$ cat config.mk
export PLATFORM = sky130hd
export DESIGN_NAME = sync_length_checksum_deframer_top
export DESIGN_NICKNAME = d
export VERILOG_FILES = /design/src/slcd_pkg.sv /design/src/slcd_judge.sv /design/src/sync_length_checksum_deframer_top.sv
export SDC_FILE = /design/constraint.sdc
export NUM_CORES = 1
export LEC_CHECK = 0
export BUFFER_PORTS_ARGS = -buffer_cell sky130_fd_sc_hd__buf_4
export CELL_PAD_IN_SITES_DETAIL_PLACEMENT = 1
export CELL_PAD_IN_SITES_GLOBAL_PLACEMENT = 1
export CORE_MARGIN = 1.5
export CORE_UTILIZATION = 42
export CTS_CLUSTER_DIAMETER = 50
export CTS_CLUSTER_SIZE = 14
export DETAILED_ROUTE_END_ITERATION = 10
export PLACE_DENSITY = 0.86
export SLEW_MARGIN = 20
export SYNTH_ARGS = -nofsm -noshare
export SYNTH_HDL_FRONTEND = slang
export SYNTH_SLANG_ARGS = --single-unit
$ cat constraint.sdc
create_clock -name clk -period 3.1 [get_ports clk]
set_clock_uncertainty 0.15 [all_clocks]
set_input_delay 0.155 -clock clk [delete_from_list [all_inputs] [get_ports clk]]
set_output_delay 0.155 -clock clk [all_outputs]
set_load 0.05 [all_outputs]
$ cat src/slcd_pkg.sv
// Shared types and constants for the sync/length/checksum deframer.
// No dependencies; used by slcd_judge and the top level.
package slcd_pkg;

  localparam logic [7:0] SYNC_A = 8'hAA;
  localparam logic [7:0] SYNC_B = 8'hBB;

  // Minimum burst: two sync, two length, two checksum, two trailer bytes.
  localparam int unsigned MIN_BURST = 8;
  // Header bytes ahead of the payload minus one (sum covers bytes 2 .. L+3).
  localparam int unsigned SUM_LAST_OFS = 3;

  typedef enum logic {
    MODE_BYTE = 1'b0,
    MODE_IDLE = 1'b1
  } mode_t;

  typedef enum logic [1:0] {
    STATUS_EMPTY = 2'd0,
    STATUS_VALID = 2'd1,
    STATUS_BAD   = 2'd2
  } status_t;

  // Burst bookkeeping handed from the byte path to the judge.
  typedef struct packed {
    logic            overflow_seen;
    logic            header_good;
    logic [15:0]     length_field;
    logic [15:0]     running_sum;
    logic [3:0][7:0] last_bytes;   // entry 0 newest
  } burst_info_t;

endpackage

$ cat src/slcd_judge.sv
// Burst verdict: classifies a closed burst as empty, valid or bad.
// Depends on slcd_pkg (burst_info_t, status_t, sync constants).
module slcd_judge #(
  parameter int unsigned CNT_W = 9
) (
  input  logic [CNT_W-1:0]      byte_count,
  input  slcd_pkg::burst_info_t info,
  output slcd_pkg::status_t     status,
  output logic [7:0]            payload_length
);

  logic [16:0] need_bytes;
  logic [16:0] have_bytes;
  logic [15:0] sent_sum;
  logic        short_burst;
  logic        trailer_ok;

  assign need_bytes  = 17'(info.length_field) + 17'(slcd_pkg::MIN_BURST);
  assign have_bytes  = 17'(byte_count);
  assign sent_sum    = {info.last_bytes[2], info.last_bytes[3]};
  assign short_burst = have_bytes < 17'(slcd_pkg::MIN_BURST);
  assign trailer_ok  = (info.last_bytes[1] == slcd_pkg::SYNC_B) &&
                       (info.last_bytes[0] == slcd_pkg::SYNC_A);

  always_comb begin
    status = slcd_pkg::STATUS_VALID;
    if (byte_count == '0 && !info.overflow_seen) begin
      status = slcd_pkg::STATUS_EMPTY;
    end else if (info.overflow_seen || short_burst || !info.header_good ||
                 !trailer_ok || (need_bytes > have_bytes) ||
                 (sent_sum != info.running_sum)) begin
      status = slcd_pkg::STATUS_BAD;
    end
    payload_length = (status == slcd_pkg::STATUS_VALID) ? info.length_field[7:0] : 8'd0;
  end

endmodule

$ cat src/sync_length_checksum_deframer_top.sv
// Sync/length/checksum deframer. Each request is either one received byte
// or a line-idle event that closes the burst. A good frame is AA BB, a
// 16-bit little-endian length L, L payload bytes, a 16-bit little-endian
// checksum (wrapping sum of the two length bytes and the payload), then
// BB AA. Byte requests update a running sum, a length register and a
// four-byte history in the cycle they are taken and produce no result.
// An idle request produces exactly one result in the next cycle: status
// empty (no bytes), valid (payload_length = low 8 bits of L) or bad
// (short burst, bad sync or trailer, length overrun, checksum mismatch,
// or more than MAX_FRAME bytes), and clears the burst state.
// Throughput is one request per clock while the input is not stalled; the
// result of an idle request is held in the single output register. The input
// stalls only while that output register holds a result that is stalled.
// Depends on slcd_pkg and slcd_judge.
module sync_length_checksum_deframer_top #(
  parameter int unsigned MAX_FRAME = 256
) (
  input  logic       clk,
  input  logic       rst_n,
  // request channel
  input  logic       in_valid,
  output logic       in_stall,
  input  logic       in_mode,
  input  logic [7:0] in_rx_byte,
  // result channel
  output logic       out_valid,
  input  logic       out_stall,
  output logic [1:0] out_frame_status,
  output logic [7:0] out_payload_length
);

  localparam int unsigned CNT_W = $clog2(MAX_FRAME + 1);

  // burst state
  logic [CNT_W-1:0]      byte_count_r, byte_count_nxt;
  slcd_pkg::burst_info_t info_r, info_nxt;

  // result register
  logic       out_valid_r, out_valid_nxt;
  logic [1:0] status_r;
  logic [7:0] len_r;

  logic                  take;
  logic                  take_byte;
  logic                  take_idle;
  slcd_pkg::status_t     judge_status;
  logic [7:0]            judge_len;
  logic [16:0]           idx_ext;
  logic [16:0]           sum_limit;

  // Only a stalled, full output register holds off new requests.
  assign in_stall  = out_valid_r && out_stall;
  assign take      = in_valid && !in_stall;
  assign take_byte = take && (slcd_pkg::mode_t'(in_mode) == slcd_pkg::MODE_BYTE);
  assign take_idle = take && (slcd_pkg::mode_t'(in_mode) == slcd_pkg::MODE_IDLE);

  assign idx_ext   = 17'(byte_count_r);
  assign sum_limit = 17'(info_r.length_field) + 17'(slcd_pkg::SUM_LAST_OFS);

  slcd_judge #(
    .CNT_W (CNT_W)
  ) u_judge (
    .byte_count     (byte_count_r),
    .info           (info_r),
    .status         (judge_status),
    .payload_length (judge_len)
  );

  // Byte path and end-of-burst clear.
  always_comb begin
    byte_count_nxt = byte_count_r;
    info_nxt       = info_r;
    if (take_idle) begin
      byte_count_nxt = '0;
      info_nxt       = '0;
    end else if (take_byte) begin
      if (idx_ext >= 17'(MAX_FRAME)) begin
        // burst too long: drop the byte, remember the overflow
        info_nxt.overflow_seen = 1'b1;
      end else begin
        if (idx_ext == 17'd1) begin
          info_nxt.header_good = (info_r.last_bytes[0] == slcd_pkg::SYNC_A) &&
                                 (in_rx_byte == slcd_pkg::SYNC_B);
        end
        if (idx_ext == 17'd2) begin
          info_nxt.length_field = {8'd0, in_rx_byte};
        end else if (idx_ext == 17'd3) begin
          info_nxt.length_field = {in_rx_byte, info_r.length_field[7:0]};
        end
        // sum covers the length bytes and the payload
        if (idx_ext >= 17'd2 && (idx_ext <= 17'd3 || idx_ext <= sum_limit)) begin
          info_nxt.running_sum = info_r.running_sum + 16'(in_rx_byte);
        end
        info_nxt.last_bytes = {info_r.last_bytes[2:0], in_rx_byte};
        byte_count_nxt      = byte_count_r + CNT_W'(1);
      end
    end
  end

  always_comb begin
    out_valid_nxt = out_valid_r;
    if (take_idle) begin
      out_valid_nxt = 1'b1;
    end else if (out_valid_r && !out_stall) begin
      out_valid_nxt = 1'b0;
    end
  end

  always_ff @(posedge clk) begin
    if (!rst_n) begin
      byte_count_r <= '0;
      info_r       <= '0;
      out_valid_r  <= 1'b0;
    end else begin
      byte_count_r <= byte_count_nxt;
      info_r       <= info_nxt;
      out_valid_r  <= out_valid_nxt;
    end
  end

  // result payload, loaded only when an idle request is taken
  always_ff @(posedge clk) begin
    if (take_idle) begin
      status_r <= judge_status;
      len_r    <= judge_len;
    end
  end

  assign out_valid          = out_valid_r;
  assign out_frame_status   = status_r;
  assign out_payload_length = len_r;

endmodule
**After elaboration in Yosys (flattened, before gate mapping)**

Cells that the tools add are included.

- Add/sub/neg operators: 4
- Magnitude comparators: 6
- Eq/ne operators: 8
- Mux-type cells: 6
- Bitwise operators: 3
- Reduce and logical (&&, ||, !) cells: 30

Operator list:

| kind | count |
|---|---|
| $mux W16 | 2 |
| $eq A8 B8 Y1 const B | 3 |
| $eq A9 B2 Y1 const B | 2 |
| $add A16 B2 Y17 const B | 1 |
| $add A16 B4 Y17 const B | 1 |
| $gt A17 B9 Y1 | 1 |
| $le A9 B17 Y1 | 1 |
| $add A16 B8 Y16 | 1 |
| $ne A16 B16 Y1 | 1 |
| $reduce_and A3 Y1 | 4 |
| $add A9 B1 Y9 const B | 1 |
| $eq A9 B1 Y1 const B | 1 |
| $ge A9 B2 Y1 const B | 1 |
| $ge A9 B9 Y1 const B | 1 |
| $le A9 B2 Y1 const B | 1 |
| $logic_and A1 B1 Y1 | 9 |
| $logic_not A9 Y1 | 1 |
| $lt A9 B4 Y1 const B | 1 |
| $logic_or A1 B1 Y1 | 6 |
| $logic_not A1 Y1 | 5 |
| $mux W2 | 2 |
| $reduce_and A2 Y1 | 2 |
| $reduce_bool A2 Y1 | 2 |
| $not A1 Y1 | 3 |
| other kinds (3) | 4 |

- Register bits after elaboration: 86

**Logic depth before layout (Yosys ltp)**

Gate-level depths: netlist (run 1).

- Depth after elaboration: 9
- Gate-level depth with buffers: 14

**Hierarchy**

From an unflattened synthesis (run 1), not the netlist that was laid out.

- Cells, all modules: 570
- Area, all modules: 4921.0 µm²

By module, submodules not included:

| module | instances | cells an instance | area each (µm²) | seq. area each (µm²) |
|---|---|---|---|---|
| sync_length_checksum_deframer_top | 1 | 460 | 4112.7 | 1821.7 |
| slcd_judge | 1 | 110 | 808.3 | 0.0 |

**Worst setup path after synthesis (run 1)**

Ideal clock, no wire load.

- Path type: register to register
- Start point: register info_r[48] (netlist name)
- End point: register info_r[46] (netlist name)
- Library setup time: 0.123 ns
- Arrival: 2.678 ns
- Setup slack: 0.149 ns
- Stages on the path, launching flop included: 14
- Period minus slack after synthesis: 2.951 ns
- Path through: dfxtp_1 > inv_1 > ha_1 > nand2b_1 > nor2_1 > xnor2_1 > ha_1 > nand4_1 > o21bai_1 > a41o_1 > nor4_2 > a211oi_2 > nand2_1 > mux2_1

- Longest elaborated chain between the ends: 5

Ends and longest elaborated chain:

| item | RTL line | text |
|---|---|---|
| start, declared | sync_length_checksum_deframer_top.sv:36 | `slcd_pkg::burst_info_t info_r, info_nxt;` |
| start signal, assigned | sync_length_checksum_deframer_top.sv:116 | `info_r <= info_nxt;` |
| $add A16 B2 Y17 | sync_length_checksum_deframer_top.sv:58 | `assign sum_limit = 17'(info_r.length_field) + 17'(slcd_pkg::SUM_LAST_OFS);` |
| $le A9 B17 Y1 | sync_length_checksum_deframer_top.sv:91 | `if (idx_ext >= 17'd2 && (idx_ext <= 17'd3 \|\| idx_ext <= sum_limit)) begin` |
| $logic_or A1 B1 Y1 | sync_length_checksum_deframer_top.sv:91 |  |
| $logic_and A1 B1 Y1 | sync_length_checksum_deframer_top.sv:91 |  |
| $reduce_and A3 Y1 (no line) | - |  |

Every way passes these cells.
A chain may end at the register's enable or synchronous reset.

**Worst setup path in the final report (run 1)**

- Start point: register info_r[48] (netlist name)
- End point: register info_r[43] (netlist name)

Same word-level chain as after synthesis.

==> results of run 1 <==
## cell families (layout without fill, tap and decap cells)
| kind of cell | Yosys count | count (layout) | share of synthesized area, % |
|---|---|---|---|
| and+or+nand+nor | 251 | 251 | 25.1 |
| AOI/OAI and AO/OA | 111 | 111 | 15.2 |
| DFF | 86 | 86 | 37.0 |
| buffers and inverters | 50 | 116 | 4.17 |
| xor gates and xnor gates | 37 | 37 | 6.59 |
| adders and majority gates | 32 | 32 | 8.29 |
| muxes | 18 | 18 | 3.69 |
## repair_timing
| action | 4_1_cts | 5_1_grt |
|---|---|---|
| endpoints found under the hold margin | 13 | 0 |
| hold buffers | 9 | 0 |
| resized for setup | 26 | 29 |
| buffers inserted | 7 | 2 |
| pin swaps | 12 | 17 |
| gates cloned | 2 | 1 |
| endpoints found under the setup margin | 24 | 26 |
## per-stage QoR
stage | std cells | worst slack [ns] | TNS (ns) | power [mW] | hold WS [ns]
2_1_floorplan | 585 | 0.149 | 0 | 1.27 | 0.141
3_3_place_gp | 757 | -0.0710 | -0.590 | 1.33 | 0.294
3_5_place_dp | 757 | -0.162 | -1.39 | 1.34 | 0.304
4_1_cts | 791 | -0.0175 | -0.0175 | 2.59 | 0.0120
5_1_grt | 794 | -0.195 | -2.38 | 2.68 | 0.0582
6_report | 794 | -0.149 | -1.15 | 2.60 | 0.00853
## power groups by stage
stage | logic, mW | registers [mW] | clock network, mW
3_5_place_dp | 0.168 | 1.17 | 0
3_3_place_gp | 0.162 | 1.17 | 0
5_1_grt | 0.199 | 1.14 | 1.34
4_1_cts | 0.181 | 1.15 | 1.27
6_report | 0.187 | 1.14 | 1.28
2_1_floorplan | 0.0779 | 1.19 | 0
## critical path: stages (launching register included)
cell and delay [ns]:
dfxtp_2 0.36, inv_2 0.07, ha_4 0.18, nand2b_4 0.19
nor2_4 0.15, xnor2_2 0.14, ha_1 0.28, buf_4 0.15
buf_4 0.12, o211ai_1 0.17, a41o_1 0.23, nor4_4 0.08
a21oi_4 0.29, clkbuf_16 0.22, a31oi_1 0.08, a41o_1 0.25
## metal layers
metal | track usage [%] | vias up
li1 | - | 2173
met1 | 32.0 | 2327
met2 | 51.2 | 207
met3 | 5.36 | 86
met4 | 18.6 | 0
met5 | 0 | -
## placed cells by master (no fill, tap or decap), types with 4 or more instances in the layout
cell type,instances
dfxtp_1,70
inv_1,21
xor2_1,9
dfxtp_4,4
and3_1,6
nand2_1,93
xnor2_1,26
nor4_2,4
dlygate4sd3_1,9
a21oi_1,46
nand2_2,4
nor2b_1,6
mux2i_1,17
ha_1,28
and2_1,10
edfxtp_1,10
clkbuf_16,12
o21ai_0,10
nor4_1,7
nor3_1,7
nand4_1,12
nand3_1,8
nor2_1,58
buf_4,63
a22oi_1,8
nand2b_1,5
a41o_1,4
## layout make-up
type	instances	area [sq um]	share of cell area, %
clock buffers	12	268	4.30
well taps	143	179	2.87
inverters	23	88.8	1.43
flip-flops and latches	86	1840	29.5
clock inverters	4	76.3	1.23
multi-input cells	449	3120	50.1
repair buffers	77	656	10.5
## state kept, by name, summed over array words and instances (netlist names)
| signal | cells |
|---|---|
| info_r | 66 |
| byte_count_r | 9 |
| out_payload_length | 8 |
| out_frame_status | 2 |
| out_valid | 1 |
## how the worst max path moves through the flow
stage | start | endpoint
after global placement | info_r[49] | info_r[46]
final | info_r[48] | info_r[43]
after CTS | info_r[48] | info_r[46]
after detailed placement | info_r[49] | info_r[41]
after global routing | info_r[49] | info_r[46]
after floorplan | info_r[48] | info_r[46]
==> flow_summary_export.csv, run 1 <==
group,metric,value,unit
outcome,status,"complete, but fails checks",
outcome,violations,"setup timing",
detailed_routing,dr_total_vias,4793,
power,comb_power_share,7.2,%
cells_and_area,area_delta_synth_final,26.6,%
synthesis,synth_common_cells,"nand2_1, dfxtp_1, nor2_1, a21oi_1, ha_1",
critical_path,setup.worst_path.end_class,"register",
detailed_routing,antenna_left,0,
detailed_routing,drt_iter0_markers,422,
critical_path,rr_startpoint,"info_r[48]",
timing,finalCritPeriodShare,105,%
clock_network,root_buffer,"clkbuf_16",
timing,fin_crit,3.25,ns
critical_path,reg2reg_slack,-0.15,ns
global_route,grt_max_degree,35,
cells_and_area,final_nets,691,
clock_network,clk_pin_slew_worst_paths,0.07,ns
detailed_routing,wl_met3,888,um
synthesis,seq_area_frac_synth,37.0,%
global_route,grt.overflow.total,0,
cells_and_area,final_core_util,54.6,%
clock_network,numCtsBuffers,9,
global_route,track_usage,29.1,%
synthesis,yosysTopAreaCell,"dfxtp_1",
global_route,grt_pass1_vias,5117,
worst_hold_path,hold_start,"out_stall",
timing,rsz0062_at_grt,"true",
cells_and_area,finalInstanceArea,0.00623,sq mm
floorplan,initial_utilization,43.1,%
timing,relSlewSlack,43.9,%
power,p_per_area,418,mW/mm^2
synthesis,syn_area,0.00492,sq mm
floorplan,num_rows,39,
timing,setup_viol,14,
worst_hold_path,hold_depth,3,
cells_and_area,fill_cells,1310,
timing,worst_pin_slew,0.842,ns
power,p_clk_share,49.0,%
global_route,antenna_found_initial,0,
worst_hold_path,whs_endpoint,"out_valid",
critical_path,path_max_fanout,5,
floorplan,die_area,0.0124,sq mm
timing,setup_ws,-0.149,ns
global_route,grt_pass1_wl,27900,um
power,seqPwrFrac,43.9,%
synthesis,syn_nets,630,
clock_network,cts_tree,"done",
power,peakVddDrop,479,uV
synthesis,syn_avg_cell_area,8.41,sq um
cells_and_area,drive_above_1_share,21.4,%
detailed_routing,wl_per_cell,23.4,um
placement,hpwl,10900,um
power,swShare,24.2,%
synthesis,synth_top_cell_area_share,30.9,%
timing,drv_slew,0,
detailed_routing,wl_met1,7030,um
synthesis,synth_cell_types,62,
placement,placed_area,0.00542,sq mm
floorplan,core_area,0.0114,sq mm
critical_path,critPathLaunchType,"register",
critical_path,critPathKind,"reg2reg",
cells_and_area,diodes,0,
clock_network,clock_sinks,86,
synthesis,dominantRegCellSynth,"dfxtp_1",
detailed_routing,dr.pass1.iters,4,
synthesis,ys_ff_latch,86,
floorplan,io_pins,25,
detailed_routing,wl,18600,um
power,p_leak,2.40,nW
job,maxCapViolCount,0,
synthesis,synthCells,585,
floorplan,die_w,111,um
critical_path,worstRegToRegCells,15,
clock_network,h-tree-depth,3,
worst_hold_path,hp-class,"in2reg",
synthesis,synthTopCellsByArea,"dfxtp_1, ha_1, nand2_1, edfxtp_1, xnor2_1",
clock_network,clk_path_buf_depth,2,
critical_path,cp.arrival,3.34,ns
synthesis,yosys_warnings,0,
clock_network,clk_latency,0.36,ns
power,power.switching,631,uW
floorplan,die_h,111,um
synthesis,post-synth-top-count-cell,"nand2_1",
critical_path,r2r_end,"info_r[43]",
synthesis,async_reset_ff_share,0,%
detailed_routing,drc,0,
critical_path,worstPathRequired,3.19,ns
power,internal-power,1.97,mW
placement,gp_congestion,0.914,
detailed_routing,dr_wl_met2,9310,um
timing,hold_viol,0,
placement,io_buffers,24,
detailed_routing,maxUsedRoutingLayer,"met4",
synthesis,synth_enable_flop_cells,10,
detailed_routing,routed_via_density,6.04,
timing,fmax,308,MHz
(Power assumes the default switching activity.)
==> run 2: changes to the inputs <==
RECOVER_POWER = 25   (was default)
==> flow_summary_export.csv, run 2 (same netlist as run 1, synthesis figures left out) <==
group,metric,value,unit
critical_path,reg2reg_slack,-0.15,ns
critical_path,r2r_end,"info_r[43]",
placement,gp_congestion,0.914,
critical_path,critPathKind,"reg2reg",
power,p_per_area,420,mW/mm^2
clock_network,cts_tree,"done",
floorplan,num_rows,39,
timing,setup_viol,15,
critical_path,rr_startpoint,"info_r[48]",
cells_and_area,multiInputGateArea,0.00312,sq mm
detailed_routing,routed_via_density,6.01,
worst_hold_path,whs_endpoint,"out_valid",
global_route,antenna_found_initial,0,
placement,io_buffers,24,
timing,fmax,308,MHz
timing,rsz0062_at_grt,"true",
floorplan,die_h,111,um
clock_network,clk_path_buf_depth,2,
floorplan,die_w,111,um
clock_network,clk_latency,0.36,ns
job,maxCapViolCount,0,
global_route,track_usage,29.1,%
detailed_routing,drt_iter0_markers,378,
worst_hold_path,hp-class,"in2reg",
floorplan,io_pins,25,
cells_and_area,final_common_cell,"nand2_1",
power,peakVddDrop,481,uV
cells_and_area,fill_cells,1326,
detailed_routing,drc,0,
global_route,grt_max_degree,35,
global_route,grt_pass1_vias,5117,
clock_network,h-tree-depth,3,
global_route,grt_pass1_wl,27900,um
global_route,grt.overflow.total,0,
timing,setup_tns,-1.08,ns
timing,holdWs,0.00619,ns
outcome,violations,"setup timing",
floorplan,core_area,0.0114,sq mm
critical_path,worstRegToRegCells,15,
cells_and_area,finalNonFillerCells,794,
critical_path,cp.arrival,3.34,ns
critical_path,critPathLaunchType,"register",
timing,setup_ws,-0.146,ns
timing,finalCritPeriodShare,105,%
detailed_routing,antenna_left,0,
clock_network,clock_sinks,86,
timing,relSlewSlack,44.0,%
timing,drv_slew,0,
power,total_power,2.60,mW
cells_and_area,drive_above_1_share,19.5,%
worst_hold_path,hold_depth,3,
critical_path,path_max_fanout,5,
timing,hold_viol,0,
floorplan,initial_utilization,43.1,%
cells_and_area,final_nets,691,
detailed_routing,wl,18500,um
cells_and_area,diodes,0,
cells_and_area,finalInstanceArea,0.00618,sq mm
power,p_leak,2.36,nW
worst_hold_path,hold_start,"out_stall",
cells_and_area,largest_reg_flops,66,
detailed_routing,wl_per_cell,23.3,um
placement,post-place-ws,-0.162,ns
placement,placed_area,0.00542,sq mm
clock_network,numCtsBuffers,9,
outcome,status,"complete, but fails checks",
cells_and_area,final_cell_mix,"nand2_1, dfxtp_1, nor2_1",
clock_network,root_buffer,"clkbuf_16",
detailed_routing,dr_total_vias,4771,
timing,worst_pin_slew,0.839,ns
timing,fin_crit,3.25,ns
cells_and_area,final_core_util,54.2,%
cells_and_area,area_delta_synth_final,25.7,%
floorplan,die_area,0.0124,sq mm
placement,dp_cells,757,
cells_and_area,seq_area,0.00184,sq mm
critical_path,setup.worst_path.end_class,"register",
placement,hpwl,10900,um
clock_network,clk_pin_slew_worst_paths,0.07,ns
cells_and_area,top_register,"info_r",
detailed_routing,dr.pass1.iters,5,
critical_path,worstPathRequired,3.19,ns
==> run 2: worst max-delay path by stage <==
| stage | from | to | slack (ns) |
|---|---|---|---|
| after floorplan | info_r[48] | info_r[46] | 0.15 |
| after CTS | info_r[48] | info_r[46] | -0.02 |
| after detailed placement | info_r[49] | info_r[41] | -0.16 |
| after global placement | info_r[49] | info_r[46] | -0.07 |
| after global routing | info_r[49] | info_r[46] | -0.19 |
| final | info_r[48] | info_r[43] | -0.15 |
==> run 2: final cells by class <==
type	count	share of cell area (%)
timing repair buffer	77	9.87
clock buffer	12	4.33
clock inverter	4	1.23
inverter	23	1.44
sequential	86	29.7
tap	143	2.89
multi-input combinational	449	50.5
==> run 2: layer usage <==
layer / vias to the layer above / wire (um) / track usage [%]
li1: 2175 / - / -
met1: 2334 / 7100 / 32.0
met2: 184 / 9350 / 51.2
met3: 78 / 826 / 5.36
met4: 0 / 1250 / 18.6
met5: - / 0 / 0
==> run 2: power by group <==
part	leakage [nW]	internal [mW]	switching, mW
clock network	0.164	0.780	0.495
registers	0.706	1.13	0.00819
logic	1.49	0.0536	0.127
total	2.36	1.97	0.630
==> run 2: timing repair <==
action | 4_1_cts | 5_1_grt
hold buffers | 9 | 0
resized for setup | 26 | 29
setup buffers | 7 | 2
pin swaps | 12 | 17
setup endpoints to repair | 24 | 26
gates cloned | 2 | 1
hold endpoints to repair | 13 | 0
==> run 2: critical path, stage by stage, from the launching register on <==
cell       delay [ns]
dfxtp_2          0.36
inv_2            0.07
ha_4             0.19
nand2b_4         0.19
nor2_4           0.15
xnor2_2          0.14
ha_1             0.28
buf_4            0.14
buf_4            0.12
o211ai_1         0.17
a41o_1           0.23
nor4_4           0.08
a21oi_4          0.29
clkbuf_16        0.22
a31oi_1          0.08
a41o_1           0.25
==> run 3: changes to the inputs <==
CORE_ASPECT_RATIO = 0.5   (was default)
REMOVE_ABC_BUFFERS = 1   (was default)
clock period = 2.96 ns   (was 3.1 ns; I/O delays follow)
==> flow_summary_export.csv, run 3 (same netlist as run 1, synthesis figures left out) <==
group,metric,value,unit
cells_and_area,top_register,"info_r",
critical_path,setup.worst_path.end_class,"register",
global_route,grt_pass1_vias,5332,
floorplan,die_h,79.5,um
clock_network,clock_sinks,86,
timing,fin_crit,3.31,ns
cells_and_area,final_nets,695,
detailed_routing,dr_total_vias,5207,
critical_path,cpPeakStageDelay,0.36,ns
timing,finalCritPeriodShare,112,%
critical_path,endpoint,"info_r[46]",
clock_network,clk_latency,0.37,ns
clock_network,h-tree-depth,3,
global_route,antenna_found_initial,0,
job,maxCapViolCount,0,
worst_hold_path,hp-class,"in2reg",
critical_path,cp.arrival,3.41,ns
cells_and_area,drive_above_1_share,20.2,%
timing,relSlewSlack,52.8,%
worst_hold_path,hold_depth,3,
timing,hold_viol,0,
critical_path,critPathKind,"reg2reg",
floorplan,io_pins,25,
critical_path,crit_start,"info_r[51]",
timing,setup_ws,-0.354,ns
cells_and_area,final_cell_mix,"nand2_1, dfxtp_1, nor2_1",
floorplan,die_area,0.0124,sq mm
detailed_routing,wl,20700,um
floorplan,core_area,0.0112,sq mm
timing,setup_viol,26,
critical_path,reg2reg_slack,-0.35,ns
placement,hpwl,10600,um
global_route,track_usage,31.9,%
floorplan,num_rows,27,
detailed_routing,dr.pass1.iters,5,
detailed_routing,drt_iter0_markers,593,
placement,dp_cells,773,
clock_network,clk_pin_slew_worst_paths,0.07,ns
critical_path,path_buf_inv,2,
outcome,violations,"setup timing",
outcome,status,"complete, but fails checks",
detailed_routing,wl_per_cell,25.4,um
critical_path,path_delay_family,"simple AND/OR/NAND/NOR gates",
critical_path,crit_slowest_cell,"dfxtp_4",
timing,fmax,302,MHz
clock_network,numCtsBuffers,9,
placement,gp_congestion,0.854,
cells_and_area,finalNonFillerCells,814,
floorplan,initial_utilization,43.9,%
clock_network,cts_tree,"done",
detailed_routing,routed_via_density,6.40,
critical_path,path_depth,14,
critical_path,r2r_end,"info_r[46]",
cells_and_area,largest_reg_flops,66,
clock_network,clk_path_buf_depth,2,
global_route,grt_max_degree,34,
cells_and_area,final_common_cell,"nand2_1",
detailed_routing,drc,0,
timing,drv_slew,0,
global_route,grt.overflow.total,0,
floorplan,die_w,156,um
critical_path,rr_startpoint,"info_r[51]",
critical_path,worstPathCellList,"ha_4, nand3_1, nor2_1, xnor2_1, ha_1, and3_1, nand3_1, o2111ai_2, nor4_2, buf_4, buf_4, a211oi_4, nand2_2, mux2_4",
critical_path,worstPathRequired,3.06,ns
critical_path,critPathLaunchType,"register",
power,p_leak,2.37,nW
placement,io_buffers,24,
power,peakVddDrop,234,uV
clock_network,root_buffer,"clkbuf_16",
power,p_per_area,418,mW/mm^2
critical_path,worstRegToRegCells,14,
cells_and_area,diodes,0,
cells_and_area,final_core_util,55.3,%
global_route,grt_pass1_wl,29600,um
cells_and_area,area_delta_synth_final,26.0,%
timing,worst_pin_slew,0.701,ns
critical_path,path_max_fanout,4,
detailed_routing,antenna_left,0,
timing,rsz0062_at_grt,"true",
==> run 3: cell types whose count changed in the layout (fill, tap and decap cells not counted), sizes merged <==
cell	delta
buf	+6
inv	+3
clkbuf	-3
bufinv	-2
==> run 3: worst min path at each step <==
stage	start	end	slack (ns)
after floorplan	in_rx_byte[1]	info_r[1]	0.13
after global placement	rst_n	out_valid	0.28
after detailed placement	rst_n	out_valid	0.29
after CTS	out_stall	out_valid	0.01
after global routing	out_stall	out_valid	0.06
final	out_stall	out_valid	0.04
==> run 3: power by group <==
part | total [mW] | switching [mW] | internal [mW]
Clock | 1.18 | 0.555 | 0.630
Combinational | 0.208 | 0.148 | 0.0606
Sequential | 1.20 | 0.00946 | 1.19
Total | 2.59 | 0.712 | 1.88
==> run 3: through the flow <==
stage               cell area [sq um]  hold slack [ns]  TNS, ns  power, mW  setup slack [ns]
detailed placement               5450            0.292    -2.24       1.41            -0.190
CTS                              6150           0.0108   -0.138       2.54           -0.0351
global placement                 5450            0.284   -0.505       1.40           -0.0592
floorplan                        4800            0.134   -59.11       1.33             -1.53
global route                     6200           0.0597    -7.54       2.63            -0.389
finish                           6200           0.0421    -6.34       2.59            -0.354
==> run 3: tightest hold or removal path, delay by kind of cell <==
family	cells	cell delay, ns
buffers and inverters	1	0.11
AO/OA/AOI/OAI	1	0.10
AND/OR/NAND/NOR	1	0.15
==> run 3: what timing repair did <==
| action | CTS | global route |
|---|---|---|
| pin swaps | 19 | 21 |
| cloned | 3 | 1 |
| hold buffers | 9 | 0 |
| resized for setup | 38 | 19 |
| endpoints found under the setup margin | 25 | 26 |
| setup buffers | 10 | 2 |
| endpoints found under the hold margin | 18 | 0 |
==> run 3: per-layer routing <==
metal	global-route usage, %	wire (um)	part of all wire (%)	vias to the layer above
met3	7.49	1640	7.9	140
met4	22.0	1370	6.6	0
met1	35.1	7880	38	2529
met5	0	0	0	-
met2	55.6	9770	47	346
li1	-	-	-	2192
==> run 3: final cells by class <==
class	count	area, sq um
fillers	1309	5020
repair buffers	81	679
clock inverters	5	38.8
inverters	23	86.3
clock buffers	11	254
flip-flops and latches	86	1830
well taps	159	199
multi-input cells	449	3110
